$ cat src/rtl/tamf_pkg.sv
// Shared constants, payload types and control types of the trimmed-mean filter.
package tamf_pkg;

  localparam int MaxWindow = 32;
  localparam int SampleW   = 16;
  localparam int MinLen    = 3;
  localparam int LenReset  = 10;

  localparam int LenW    = 6;
  localparam int SlotW   = $clog2(MaxWindow);
  localparam int CntW    = $clog2(MaxWindow + 1);
  localparam int SumW    = SampleW + $clog2(MaxWindow);
  localparam int DivCntW = $clog2(SumW);

  localparam int ApbDataW = 32;
  localparam int AddrW    = 3;

  // register index, taken from paddr above the byte offset
  typedef enum logic [AddrW-3:0] {
    RegWindowLength = 1'b0
  } reg_idx_e;

  typedef enum logic [2:0] {
    StIdle,
    StScan,
    StDrain,
    StLoad,
    StDiv,
    StHold
  } state_e;

  typedef struct packed {
    logic signed [SampleW-1:0] sample_x;
    logic signed [SampleW-1:0] sample_y;
    logic signed [SampleW-1:0] sample_z;
  } in_word_t;

  typedef struct packed {
    logic signed [SampleW-1:0] mean_x;
    logic signed [SampleW-1:0] mean_y;
    logic signed [SampleW-1:0] mean_z;
  } out_word_t;

  typedef struct packed {
    logic             wr_en;
    logic [SlotW-1:0] wr_addr;
    logic             rd_en;
    logic             rd_first;
    logic [SlotW-1:0] rd_addr;
    logic             div_start;
    logic [CntW-1:0]  divisor;
  } lane_ctrl_t;

endpackage

$ cat src/rtl/tamf_div.sv
// Radix-2 restoring signed divider, one quotient bit per cycle, truncates toward zero.
module tamf_div (
  input  logic                              clk_i,
  input  logic                              rst_ni,
  input  logic                              start_i,
  input  logic signed [tamf_pkg::SumW-1:0]  dividend_i,
  input  logic        [tamf_pkg::CntW-1:0]  divisor_i,
  output logic                              done_o,
  output logic signed [tamf_pkg::SampleW-1:0] quotient_o
);

  logic                              busy_q;
  logic                              done_q;
  logic [tamf_pkg::DivCntW-1:0]      cnt_q;
  logic                              neg_q;
  logic [tamf_pkg::CntW-1:0]         rem_q;
  logic [tamf_pkg::SumW-1:0]         quo_q;

  logic [tamf_pkg::CntW:0]           rem_sh;
  logic [tamf_pkg::CntW:0]           rem_sub;
  logic                              ge;
  logic [tamf_pkg::SumW-1:0]         mag;
  logic [tamf_pkg::SumW-1:0]         res;

  always_comb begin
    rem_sh  = {rem_q, quo_q[tamf_pkg::SumW-1]};
    ge      = rem_sh >= {1'b0, divisor_i};
    rem_sub = rem_sh - {1'b0, divisor_i};
    mag     = dividend_i[tamf_pkg::SumW-1] ? (~dividend_i + 1'b1) : dividend_i;
    res     = neg_q ? (~quo_q + 1'b1) : quo_q;
  end

  always_ff @(posedge clk_i or negedge rst_ni) begin
    if (!rst_ni) begin
      busy_q <= 1'b0;
      done_q <= 1'b0;
      cnt_q  <= '0;
    end else if (start_i) begin
      busy_q <= 1'b1;
      done_q <= 1'b0;
      cnt_q  <= tamf_pkg::DivCntW'(tamf_pkg::SumW - 1);
    end else if (busy_q) begin
      if (cnt_q == '0) begin
        busy_q <= 1'b0;
        done_q <= 1'b1;
      end else begin
        cnt_q <= cnt_q - 1'b1;
      end
    end else begin
      done_q <= 1'b0;
    end
  end

  always_ff @(posedge clk_i) begin
    if (start_i) begin
      neg_q <= dividend_i[tamf_pkg::SumW-1];
      quo_q <= mag;
      rem_q <= '0;
    end else if (busy_q) begin
      rem_q <= ge ? rem_sub[tamf_pkg::CntW-1:0] : rem_sh[tamf_pkg::CntW-1:0];
      quo_q <= {quo_q[tamf_pkg::SumW-2:0], ge};
    end
  end

  assign done_o     = done_q;
  assign quotient_o = res[tamf_pkg::SampleW-1:0];

endmodule

$ cat src/rtl/tamf_lane.sv
// One axis lane: window memory, sum/min/max scan and divider.
module tamf_lane (
  input  logic                                clk_i,
  input  logic                                rst_ni,
  input  tamf_pkg::lane_ctrl_t                ctrl_i,
  input  logic signed [tamf_pkg::SampleW-1:0] sample_i,
  output logic signed [tamf_pkg::SampleW-1:0] mean_o,
  output logic                                done_o
);

  logic signed [tamf_pkg::SampleW-1:0] mem_q [tamf_pkg::MaxWindow];
  logic signed [tamf_pkg::SampleW-1:0] rd_data_q;
  logic                                rd_vld_q;
  logic                                rd_first_q;

  logic signed [tamf_pkg::SumW-1:0]    sum_q;
  logic signed [tamf_pkg::SampleW-1:0] lo_q;
  logic signed [tamf_pkg::SampleW-1:0] hi_q;
  logic signed [tamf_pkg::SumW-1:0]    trimmed;

  always_ff @(posedge clk_i) begin
    if (ctrl_i.wr_en) begin
      mem_q[ctrl_i.wr_addr] <= sample_i;
    end
    if (ctrl_i.rd_en) begin
      rd_data_q <= mem_q[ctrl_i.rd_addr];
    end
  end

  always_ff @(posedge clk_i or negedge rst_ni) begin
    if (!rst_ni) begin
      rd_vld_q   <= 1'b0;
      rd_first_q <= 1'b0;
    end else begin
      rd_vld_q   <= ctrl_i.rd_en;
      rd_first_q <= ctrl_i.rd_en & ctrl_i.rd_first;
    end
  end

  // running sum, min and max over the window
  always_ff @(posedge clk_i) begin
    if (rd_vld_q) begin
      if (rd_first_q) begin
        sum_q <= tamf_pkg::SumW'(rd_data_q);
        lo_q  <= rd_data_q;
        hi_q  <= rd_data_q;
      end else begin
        sum_q <= sum_q + tamf_pkg::SumW'(rd_data_q);
        if (rd_data_q < lo_q) begin
          lo_q <= rd_data_q;
        end
        if (rd_data_q > hi_q) begin
          hi_q <= rd_data_q;
        end
      end
    end
  end

  assign trimmed = sum_q - tamf_pkg::SumW'(lo_q) - tamf_pkg::SumW'(hi_q);

  tamf_div u_div (
    .clk_i      (clk_i),
    .rst_ni     (rst_ni),
    .start_i    (ctrl_i.div_start),
    .dividend_i (trimmed),
    .divisor_i  (ctrl_i.divisor),
    .done_o     (done_o),
    .quotient_o (mean_o)
  );

endmodule

$ cat src/rtl/three_axis_trimmed_mean_filter.sv
// Top level of the three-axis trimmed-mean filter: control, config register, output stage.
//
// Usage:
// - Input channel (in_valid_i / in_stall_o / in_word_i) carries one x/y/z sample word.
//   A word is taken at a clock edge with in_valid_i high and in_stall_o low.
// - Output channel (out_valid_o / out_stall_i / out_word_o) carries one mean word.
// - Each axis lane keeps its own window memory of up to 32 samples in arrival order.
//   The three lanes scan and divide side by side; the output register merges them.
// - Words that do not yet fill the window give no result and leave the control idle.
// - A word that gives a result: the window scan (one memory read per cycle), a
//   drain state, a load state, the divide phase until all three dividers are done
//   and a merge into the output register; the next word can be taken after the merge.
//   The result shows on out_valid_o at that same point.
// - The output register parts the two sides: a new word is taken while a result
//   still waits. If the receiver stalls, the finished result waits in the lanes'
//   dividers and in_stall_o stays high until the output register frees up.
// - window_length sits at APB address 0 (reset 10); values below 3 act as 3 and
//   above 32 as 32. Writing it restarts the fill. Write only while idle.
// - Reset clears the fill state and control; window memories are not cleared,
//   since every entry is written before it is read.
module three_axis_trimmed_mean_filter (
  input  logic                              clk_i,
  input  logic                              rst_ni,
  input  logic                              in_valid_i,
  output logic                              in_stall_o,
  input  tamf_pkg::in_word_t                in_word_i,
  output logic                              out_valid_o,
  input  logic                              out_stall_i,
  output tamf_pkg::out_word_t               out_word_o,
  input  logic                              psel,
  input  logic                              penable,
  input  logic                              pwrite,
  input  logic [tamf_pkg::AddrW-1:0]        paddr,
  input  logic [tamf_pkg::ApbDataW-1:0]     pwdata,
  output logic [tamf_pkg::ApbDataW-1:0]     prdata,
  output logic                              pready
);

  tamf_pkg::state_e state_q, state_d;

  logic [tamf_pkg::LenW-1:0]  len_q;
  logic [tamf_pkg::SlotW-1:0] slot_q;
  logic                       filled_q;
  logic [tamf_pkg::SlotW-1:0] rd_idx_q;
  logic                       out_valid_q;
  tamf_pkg::out_word_t        out_word_q;

  logic                       cfg_sel;
  logic                       cfg_wr;
  logic [tamf_pkg::CntW-1:0]  n_eff;
  logic [tamf_pkg::SlotW-1:0] slot_wr;
  logic [tamf_pkg::CntW-1:0]  slot_inc;
  logic                       wrap;
  logic                       result_due;
  logic                       accept;
  logic                       scan_last;
  logic                       out_free;
  logic                       out_load;
  logic                       done_all;

  tamf_pkg::lane_ctrl_t       ctrl;
  logic                       done_x, done_y, done_z;
  logic signed [tamf_pkg::SampleW-1:0] mean_x, mean_y, mean_z;

  // ---------------------------------------------------------------------------
  // APB register
  // ---------------------------------------------------------------------------
  assign cfg_sel = paddr[tamf_pkg::AddrW-1:2] == tamf_pkg::RegWindowLength;
  assign cfg_wr  = psel & penable & pwrite & cfg_sel;
  assign pready  = 1'b1;
  assign prdata  = cfg_sel ? tamf_pkg::ApbDataW'(len_q) : '0;

  // clamp to 3 .. MaxWindow
  always_comb begin
    if (int'(len_q) < tamf_pkg::MinLen) begin
      n_eff = tamf_pkg::CntW'(tamf_pkg::MinLen);
    end else if (int'(len_q) > tamf_pkg::MaxWindow) begin
      n_eff = tamf_pkg::CntW'(tamf_pkg::MaxWindow);
    end else begin
      n_eff = tamf_pkg::CntW'(len_q);
    end
  end

  // ---------------------------------------------------------------------------
  // Ring slot bookkeeping
  // ---------------------------------------------------------------------------
  always_comb begin
    slot_wr    = (tamf_pkg::CntW'(slot_q) >= n_eff) ? '0 : slot_q;
    slot_inc   = tamf_pkg::CntW'(slot_wr) + 1'b1;
    wrap       = slot_inc >= n_eff;
    result_due = filled_q | wrap;
  end

  assign in_stall_o = state_q != tamf_pkg::StIdle;
  assign accept     = in_valid_i & ~in_stall_o;
  assign scan_last  = tamf_pkg::CntW'(rd_idx_q) == (n_eff - 1'b1);
  assign out_free   = ~out_valid_q | ~out_stall_i;
  assign done_all   = done_x & done_y & done_z;

  // ---------------------------------------------------------------------------
  // Sequencer
  // ---------------------------------------------------------------------------
  always_comb begin
    state_d = state_q;
    case (state_q)
      tamf_pkg::StIdle: begin
        if (accept && result_due) begin
          state_d = tamf_pkg::StScan;
        end
      end
      tamf_pkg::StScan: begin
        if (scan_last) begin
          state_d = tamf_pkg::StDrain;
        end
      end
      tamf_pkg::StDrain: state_d = tamf_pkg::StLoad;
      tamf_pkg::StLoad:  state_d = tamf_pkg::StDiv;
      tamf_pkg::StDiv: begin
        if (done_all) begin
          state_d = tamf_pkg::StHold;
        end
      end
      tamf_pkg::StHold: begin
        if (out_free) begin
          state_d = tamf_pkg::StIdle;
        end
      end
      default: state_d = tamf_pkg::StIdle;
    endcase
  end

  always_comb begin
    ctrl.wr_en     = accept;
    ctrl.wr_addr   = slot_wr;
    ctrl.rd_en     = 1'b0;
    ctrl.rd_first  = 1'b0;
    ctrl.rd_addr   = rd_idx_q;
    ctrl.div_start = 1'b0;
    ctrl.divisor   = n_eff - tamf_pkg::CntW'(2);
    out_load       = 1'b0;
    case (state_q)
      tamf_pkg::StScan: begin
        ctrl.rd_en    = 1'b1;
        ctrl.rd_first = rd_idx_q == '0;
      end
      tamf_pkg::StLoad: ctrl.div_start = 1'b1;
      tamf_pkg::StHold: out_load = out_free;
      default: ;
    endcase
  end

  always_ff @(posedge clk_i or negedge rst_ni) begin
    if (!rst_ni) begin
      state_q     <= tamf_pkg::StIdle;
      len_q       <= tamf_pkg::LenW'(tamf_pkg::LenReset);
      slot_q      <= '0;
      filled_q    <= 1'b0;
      rd_idx_q    <= '0;
      out_valid_q <= 1'b0;
    end else begin
      state_q <= state_d;

      if (cfg_wr) begin
        len_q    <= pwdata[tamf_pkg::LenW-1:0];
        slot_q   <= '0;
        filled_q <= 1'b0;
      end else if (accept) begin
        if (wrap) begin
          slot_q   <= '0;
          filled_q <= 1'b1;
        end else begin
          slot_q <= slot_inc[tamf_pkg::SlotW-1:0];
        end
      end

      if (state_q == tamf_pkg::StScan) begin
        rd_idx_q <= rd_idx_q + 1'b1;
      end else begin
        rd_idx_q <= '0;
      end

      if (out_load) begin
        out_valid_q <= 1'b1;
      end else if (!out_stall_i) begin
        out_valid_q <= 1'b0;
      end
    end
  end

  // merge the three lane results into one word
  always_ff @(posedge clk_i) begin
    if (out_load) begin
      out_word_q.mean_x <= mean_x;
      out_word_q.mean_y <= mean_y;
      out_word_q.mean_z <= mean_z;
    end
  end

  assign out_valid_o = out_valid_q;
  assign out_word_o  = out_word_q;

  // ---------------------------------------------------------------------------
  // Axis lanes
  // ---------------------------------------------------------------------------
  tamf_lane u_lane_x (
    .clk_i    (clk_i),
    .rst_ni   (rst_ni),
    .ctrl_i   (ctrl),
    .sample_i (in_word_i.sample_x),
    .mean_o   (mean_x),
    .done_o   (done_x)
  );

  tamf_lane u_lane_y (
    .clk_i    (clk_i),
    .rst_ni   (rst_ni),
    .ctrl_i   (ctrl),
    .sample_i (in_word_i.sample_y),
    .mean_o   (mean_y),
    .done_o   (done_y)
  );

  tamf_lane u_lane_z (
    .clk_i    (clk_i),
    .rst_ni   (rst_ni),
    .ctrl_i   (ctrl),
    .sample_i (in_word_i.sample_z),
    .mean_o   (mean_z),
    .done_o   (done_z)
  );

  // ---------------------------------------------------------------------------
  // Checks
  // ---------------------------------------------------------------------------
  a_slot_in_window: assert property (@(posedge clk_i) disable iff (!rst_ni)
    tamf_pkg::CntW'(slot_q) < n_eff)
    else $error("write slot outside window");

  a_lanes_in_step: assert property (@(posedge clk_i) disable iff (!rst_ni)
    (done_x == done_y) && (done_y == done_z))
    else $error("lanes out of step");

  a_done_in_div: assert property (@(posedge clk_i) disable iff (!rst_ni)
    done_x |-> state_q == tamf_pkg::StDiv)
    else $error("divider done outside divide phase");

  a_out_from_hold: assert property (@(posedge clk_i) disable iff (!rst_ni)
    $rose(out_valid_o) |-> $past(state_q == tamf_pkg::StHold))
    else $error("result word without merge");

  a_no_result_idle: assert property (@(posedge clk_i) disable iff (!rst_ni)
    (accept && !result_due && !cfg_wr) |=> state_q == tamf_pkg::StIdle)
    else $error("scan started before window filled");

endmodule
$ cat config.mk
export PLATFORM = sky130hd
export DESIGN_NAME = three_axis_trimmed_mean_filter
export DESIGN_NICKNAME = d
export VERILOG_FILES = /design/src/rtl/tamf_pkg.sv /design/src/rtl/tamf_div.sv /design/src/rtl/tamf_lane.sv /design/src/rtl/three_axis_trimmed_mean_filter.sv
export SDC_FILE = /design/constraint.sdc
export NUM_CORES = 2
export LEC_CHECK = 0
export ABC_AREA = 1
export BUFFER_PORTS_ARGS = -buffer_cell sky130_fd_sc_hd__buf_2
export CORE_ASPECT_RATIO = 1.4
export CORE_UTILIZATION = 50
export CTS_CLUSTER_DIAMETER = 120
export DETAILED_ROUTE_END_ITERATION = 6
export PLACE_DENSITY = 0.62
export REMOVE_ABC_BUFFERS = 1
export SETUP_SLACK_MARGIN = 0.2
export SLEW_MARGIN = 40
export SYNTH_ARGS = -nofsm -noshare
export SYNTH_HDL_FRONTEND = slang
export SYNTH_SLANG_ARGS = --single-unit
$ cat constraint.sdc
create_clock -name clk_i -period 5.7 [get_ports clk_i]
set_input_delay 1.14 -clock clk_i [delete_from_list [all_inputs] [get_ports clk_i]]
set_output_delay 1.14 -clock clk_i [all_outputs]
set_load 0.1 [all_outputs]
# ---- Word level (Yosys, flattened, before mapping)
# Memories as Yosys holds them, arrays and structs flattened. A register that Yosys moved wholly into a read port is not among the register bits.
# Index checks and enable logic that the tools add are counted.
dict set report word_totals {
  regBits 335
  ram_bits 1536
  wordCells 224
  inputBits 90
  romBits 0
  output_inout_bits 83
  latchBits 0
  n_memories 3
}
dict set report classes {
  reduce_logical 29
  addsub 25
  shifts 0
  div 0
  eq_ne 17
  n_mul 0
  bitwise_logic 19
  mux 80
  magnitude_cmp 13
}
# memory depth width rd rd_clocked_by_memory_dff wr line
set memory_table {}
lappend memory_table {u_lane_x.mem_q 32 16 1 1 1 tamf_lane.sv:11} ;# logic signed [tamf_pkg::SampleW-1:0] mem_q [tamf_pkg::MaxWindow];
lappend memory_table {u_lane_y.mem_q 32 16 1 1 1 tamf_lane.sv:11}
lappend memory_table {u_lane_z.mem_q 32 16 1 1 1 tamf_lane.sv:11}
# operator n
set ops {}
lappend ops {{$mux 21} 12}
lappend ops {{$mux 16} 15}
lappend ops {{$sub 21x16->21} 6}
lappend ops {{$mux 5} 14}
lappend ops {{$add 21x1->21 const B} 3}
lappend ops {{$add 21x16->21} 3}
lappend ops {{$not 21->21} 3}
lappend ops {{$add 16x1->16 const B} 3}
lappend ops {{$gt 16x16->1} 3}
lappend ops {{$lt 16x16->1} 3}
lappend ops {{$not 16->16} 3}
lappend ops {{$mux 6} 6}
lappend ops {{$mux 1} 27}
lappend ops {{$reduce_bool 2->1} 11}
lappend ops {{$ge 7x6->1} 3}
lappend ops {{$logic_not 5->1} 4}
lappend ops {{$reduce_and 2->1} 10}
lappend ops {{$pmux 3 s6} 1}
lappend ops {{$sub 6x6->6} 3}
lappend ops {{$sub 5x1->5 const B} 3}
lappend ops {{$ne 2x2->1 const B} 7}
lappend ops {{$mux 3} 4}
lappend ops {{$ne 3x2->1 const B} 3}
lappend ops {{$and 1x1->1} 7}
lappend ops {{20 further kinds} 26}

# ---- Longest topological paths before layout
dict set report depth {
  depth_word 11
  ltp_mapped 25
  ltp_nobuf 25
}

# ---- By module
# Synthesis repeated with hierarchy kept, for this count alone.
dict set report unflattened {
  cells_unflattened 8034
  area_unflattened_um2 89988.8
}
# mod cells_each area_each_um2 n_inst
set by_module_without_submodules {}
lappend by_module_without_submodules {{tamf_lane at u_lane_y ...} 2168 26068.8 2}
lappend by_module_without_submodules {{tamf_lane at u_lane_x} 2177 26110.0 1}
lappend by_module_without_submodules {tamf_div 399 2795.2 3}
lappend by_module_without_submodules {three_axis_trimmed_mean_filter 324 3355.7 1}

# ---- Worst setup path after synthesis
# OpenSTA, ideal clock, no wires.
dict set report synth_timing {
  path_kind {register to register}
  startpoint {register len_q[1] (netlist bit)}
  endpoint {memory u_lane_x.mem_q[3][0] (netlist bit) (enable)}
  synth_period_minus_slack_ns 4.915
  t_arrival_ns 4.461
  path_stages_with_launch 12
  required_ns 5.246
  setup_ns 0.454
  slack_ns 0.785
  path_cell_list {dfstp_2 -> inv_1 -> o21ai_0 -> inv_1 -> ha_1 -> a21oi_1 -> o21a_1 -> nand2_1 -> nor2_1 -> ha_1 -> nand2_1 -> nor2_1}
}
dict set report synth_between {
  elab_chain_len 5
}
# item line
set synth_rtl {}
lappend synth_rtl {{start, declared} three_axis_trimmed_mean_filter.sv:41} ;# logic [tamf_pkg::LenW-1:0] len_q;
lappend synth_rtl {{start signal, assigned} three_axis_trimmed_mean_filter.sv:155} ;# len_q <= tamf_pkg::LenW'(tamf_pkg::LenReset);
lappend synth_rtl {{start signal, assigned} three_axis_trimmed_mean_filter.sv:164} ;# len_q <= pwdata[tamf_pkg::LenW-1:0];
lappend synth_rtl {{$gt 6x6->1} three_axis_trimmed_mean_filter.sv:77} ;# end else if (int'(len_q) > tamf_pkg::MaxWindow) begin
lappend synth_rtl {{$mux 6} three_axis_trimmed_mean_filter.sv:77}
lappend synth_rtl {{$mux 6 *} three_axis_trimmed_mean_filter.sv:75} ;# if (int'(len_q) < tamf_pkg::MinLen) begin
lappend synth_rtl {{$ge 5x6->1 *} three_axis_trimmed_mean_filter.sv:88} ;# slot_wr = (tamf_pkg::CntW'(slot_q) >= n_eff) ? '0 : slot_q;
lappend synth_rtl {{$mux 5 *} three_axis_trimmed_mean_filter.sv:88}
lappend synth_rtl {{end, declared} tamf_lane.sv:11}
# Every way passes the cells marked *; elsewhere a longest branch is shown, timed or not.

# ---- Worst setup path in the final report
dict set report layout_timing {
  startpoint {register len_q[3] (netlist bit)}
  endpoint {memory u_lane_y.mem_q[31][11] (netlist bit) (enable)}
}
dict set report layout_between {
  elab_chain_len 5
}
# item line
set layout_rtl {}
lappend layout_rtl {{$gt 6x6->1} three_axis_trimmed_mean_filter.sv:77}
lappend layout_rtl {{$mux 6} three_axis_trimmed_mean_filter.sv:77}
lappend layout_rtl {{$mux 6 *} three_axis_trimmed_mean_filter.sv:75}
lappend layout_rtl {{$ge 5x6->1 *} three_axis_trimmed_mean_filter.sv:88}
lappend layout_rtl {{$mux 5 *} three_axis_trimmed_mean_filter.sv:88}
lappend layout_rtl {{end, declared} tamf_lane.sv:11}
# Marked as above.

==> impl_results.md <==
* Ys Warns at 0
* Cell taking the most area after synthesis: edfxtp_1
* Register area at 57,200 µm²
* R2r endpoint: u_lane_y.mem_q[31][11]
* Post-CTS Hold Buffers at 0
* Largest net degree at the start of global routing at 164
* Pins over their slew limit at 0
* Worst Max-Slew Pin Slew at 0.914 ns
* Global-route wire length before repair at 355 mm
* Row Count at 182
* Detail Placement HPWL at 139 mm
* Crit path time final at 4.28 ns
* Starting Density at 50.3%
* Async set or reset register ratio after synthesis at 2.29%
* GPL Wtd Cong at 0.860
* # DRC at 2
* Routed Antenna Nets at 0
* CTS max path bufs at 3
* Final Net Count at 8,294
* Number of post-CTS setup repair buffers at 0
* CP required at 6.22 ns
* Share of cells above drive strength 1 at 8.15%
* TritonRoute pass-1 iters at 7
* R2R depth at 13
* Mapped Area at 88,200 µm²
* Final setup fails at 0
* Crit. End Element: flip-flop
* WS Path Type: flip-flop to flip-flop
* Top post-synthesis cells by area: edfxtp_1, o21ai_0, nand2_1
* H-tree levels at 4
* Avg Inst Size Synth at 11.3 µm²
* #FFs+latches synth at 1,919
* CTS Buf Count at 181
* Core ar. at 175,000 µm²
* Grt ovf at 0
* Clock-pin slew on the worst setup and hold paths at 0.06 ns
* Antenna violations before repair at 18
* Wire per inst at 22.9 µm
* Worst setup SP type: flip-flop
* RSZ-0062 raised after global routing: no
* Worst hold path type: input pin to asynchronous set/reset pin
* Clk_skew at 0.0267 ns
* TNS Setup at 0 ns
* Sequential share of the synthesized area at 64.9%
* Fmax at 0.234 GHz
* Max-Cap Viols at 0
* Routed Wire Length at 236 mm
* Failing checks: design-rule violations
* Final Cycle Share at 75.0%
* Final hold viol count at 0
* WP data arrival at 4.80 ns
* Vias in the first global route at 59.4k
* Fillers at 14.8k
* TritonCTS Sinks at 1,919
* Multi-input logic area at 27,600 µm²
* Relative slew margins at 38.4%
* RR Startpoint: len_q[3]
* # IOs at 173
* Top FF cell, synth: edfxtp_1
* Die Width at 357 µm
* Mapped Cells at 7,803
* R2R setup slack at 1.42 ns
* CTS resizes at 0
* Post-synth cell types at 62
* Synth top cells by count: edfxtp_1, nand2_1, nor2_1, o21ai_0, inv_1
* Yosys top cell area share at 63.2%
* GRT Total Usage at 26.4%
* Die Span Y at 499 µm
* Clk_lat worst skew at 0.84 ns
* Post-synth EDFFs at 1,857
* Top-count cell post-synth: edfxtp_1
* DRT iter0 DRCs at 4,925
* CTS tree: built
* Die ar. at 178,000 µm²
* Via count at 60.2k
* Crit-path max FO at 10
* Area Growth Syn to Fin at 10.9%
* Root Driver: clkbuf_16
* Status: complete, but fails checks
* Via density at 5.83
* IO buf count at 117
metrics by stage:
step	std cells	setup slack [ns]	cell area (µm²)	hold WS, ns	util (%)
2_1_floorplan	7440	-35.32	86600	0.446	-
3_3_place_gp	9978	1.34	91900	0.463	52.4
3_5_place_dp	9983	1.44	92000	0.463	52.5
4_1_cts	10320	1.39	97800	0.389	55.8
5_1_grt	10321	1.11	97800	0.426	55.8
6_report	10323	1.42	97800	0.403	55.8
how the worst max path moves through the flow:
stage	start	to	slack, ns
finish	len_q[3]	u_lane_y.mem_q[31][11]	1.42
global route	len_q[2]	state_q[1]	1.11
CTS	len_q[3]	u_lane_y.mem_q[31][11]	1.39
detailed placement	len_q[3]	u_lane_x.mem_q[31][4]	1.44
global placement	len_q[2]	u_lane_y.mem_q[4][6]	1.34
floorplan	rd_idx_q[0]	u_lane_z.rd_data_q[15]	-35.32
kinds of logic (layout without fill, tap and decap cells):
logic type	count (synthesis)	count (layout)	synth area share (%)
adders and majority gates	338	338	5.36
DFF	1919	1919	64.9
buffers and inverters	960	1152	4.33
AOI/OAI and AO/OA	1756	1756	11.4
other	2	30	0.00852
and+or+nand+nor	2711	2711	12.8
xor gates and xnor gates	117	117	1.19
cell type report:
type	instances	share of cell area (%)
Tap cell	2300	2.94
Antenna cell	3	0.00768
Clock buffer	230	4.91
Inverter	572	2.22
Timing Repair Buffer	243	2.24
Clock inverter	107	0.955
Sequential cell	1919	58.5
Multi-Input combinational cell	4949	28.2
worst max-delay path, stage by stage (launching register included):
cell,delay (ns)
dfstp_2,0.54
inv_1,0.06
nor2_1,0.17
inv_1,0.14
ha_1,0.31
a21o_1,0.19
a22oi_1,0.13
o21a_1,0.14
nand2_1,0.14
nor2_1,0.34
ha_1,0.28
nand2_1,0.51
nor2_4,0.66
buf_4,0.34
state kept, by name, summed over array words and instances, names as in the netlist, 21 cells and up:
register and flops:
u_lane_x.mem_q 512, u_lane_z.u_div.quo_q 21, u_lane_x.u_div.quo_q 21, u_lane_y.mem_q 512, u_lane_z.sum_q 21, u_lane_y.sum_q 21
u_lane_y.u_div.quo_q 21, out_word_o 48, u_lane_z.mem_q 512, u_lane_x.sum_q 21
routing by layer:
layer	part of all wire (%)	global-route usage [%]	vias up	routed length [µm]
met5	0.031	0	-	73
met4	4.0	10.2	12	9480
met3	6.2	4.27	487	14600
met2	51	46.3	1972	120000
met1	39	32.3	29634	91900
li1	-	-	28070	-
cell usage in the layout, fill, tap and decap left out, types with 183 or more instances in the layout:
cell and n:
nand3_1 342, ha_1 272, nand2_1 1084, a21oi_1 193, edfxtp_1 1857, o22ai_1 254, inv_1 549, nor2_1 981
clkbuf_16 183, o21ai_0 948
Power is not shown: default switching activity piles up to over one toggle a cycle in this logic, so the estimate is an artifact.
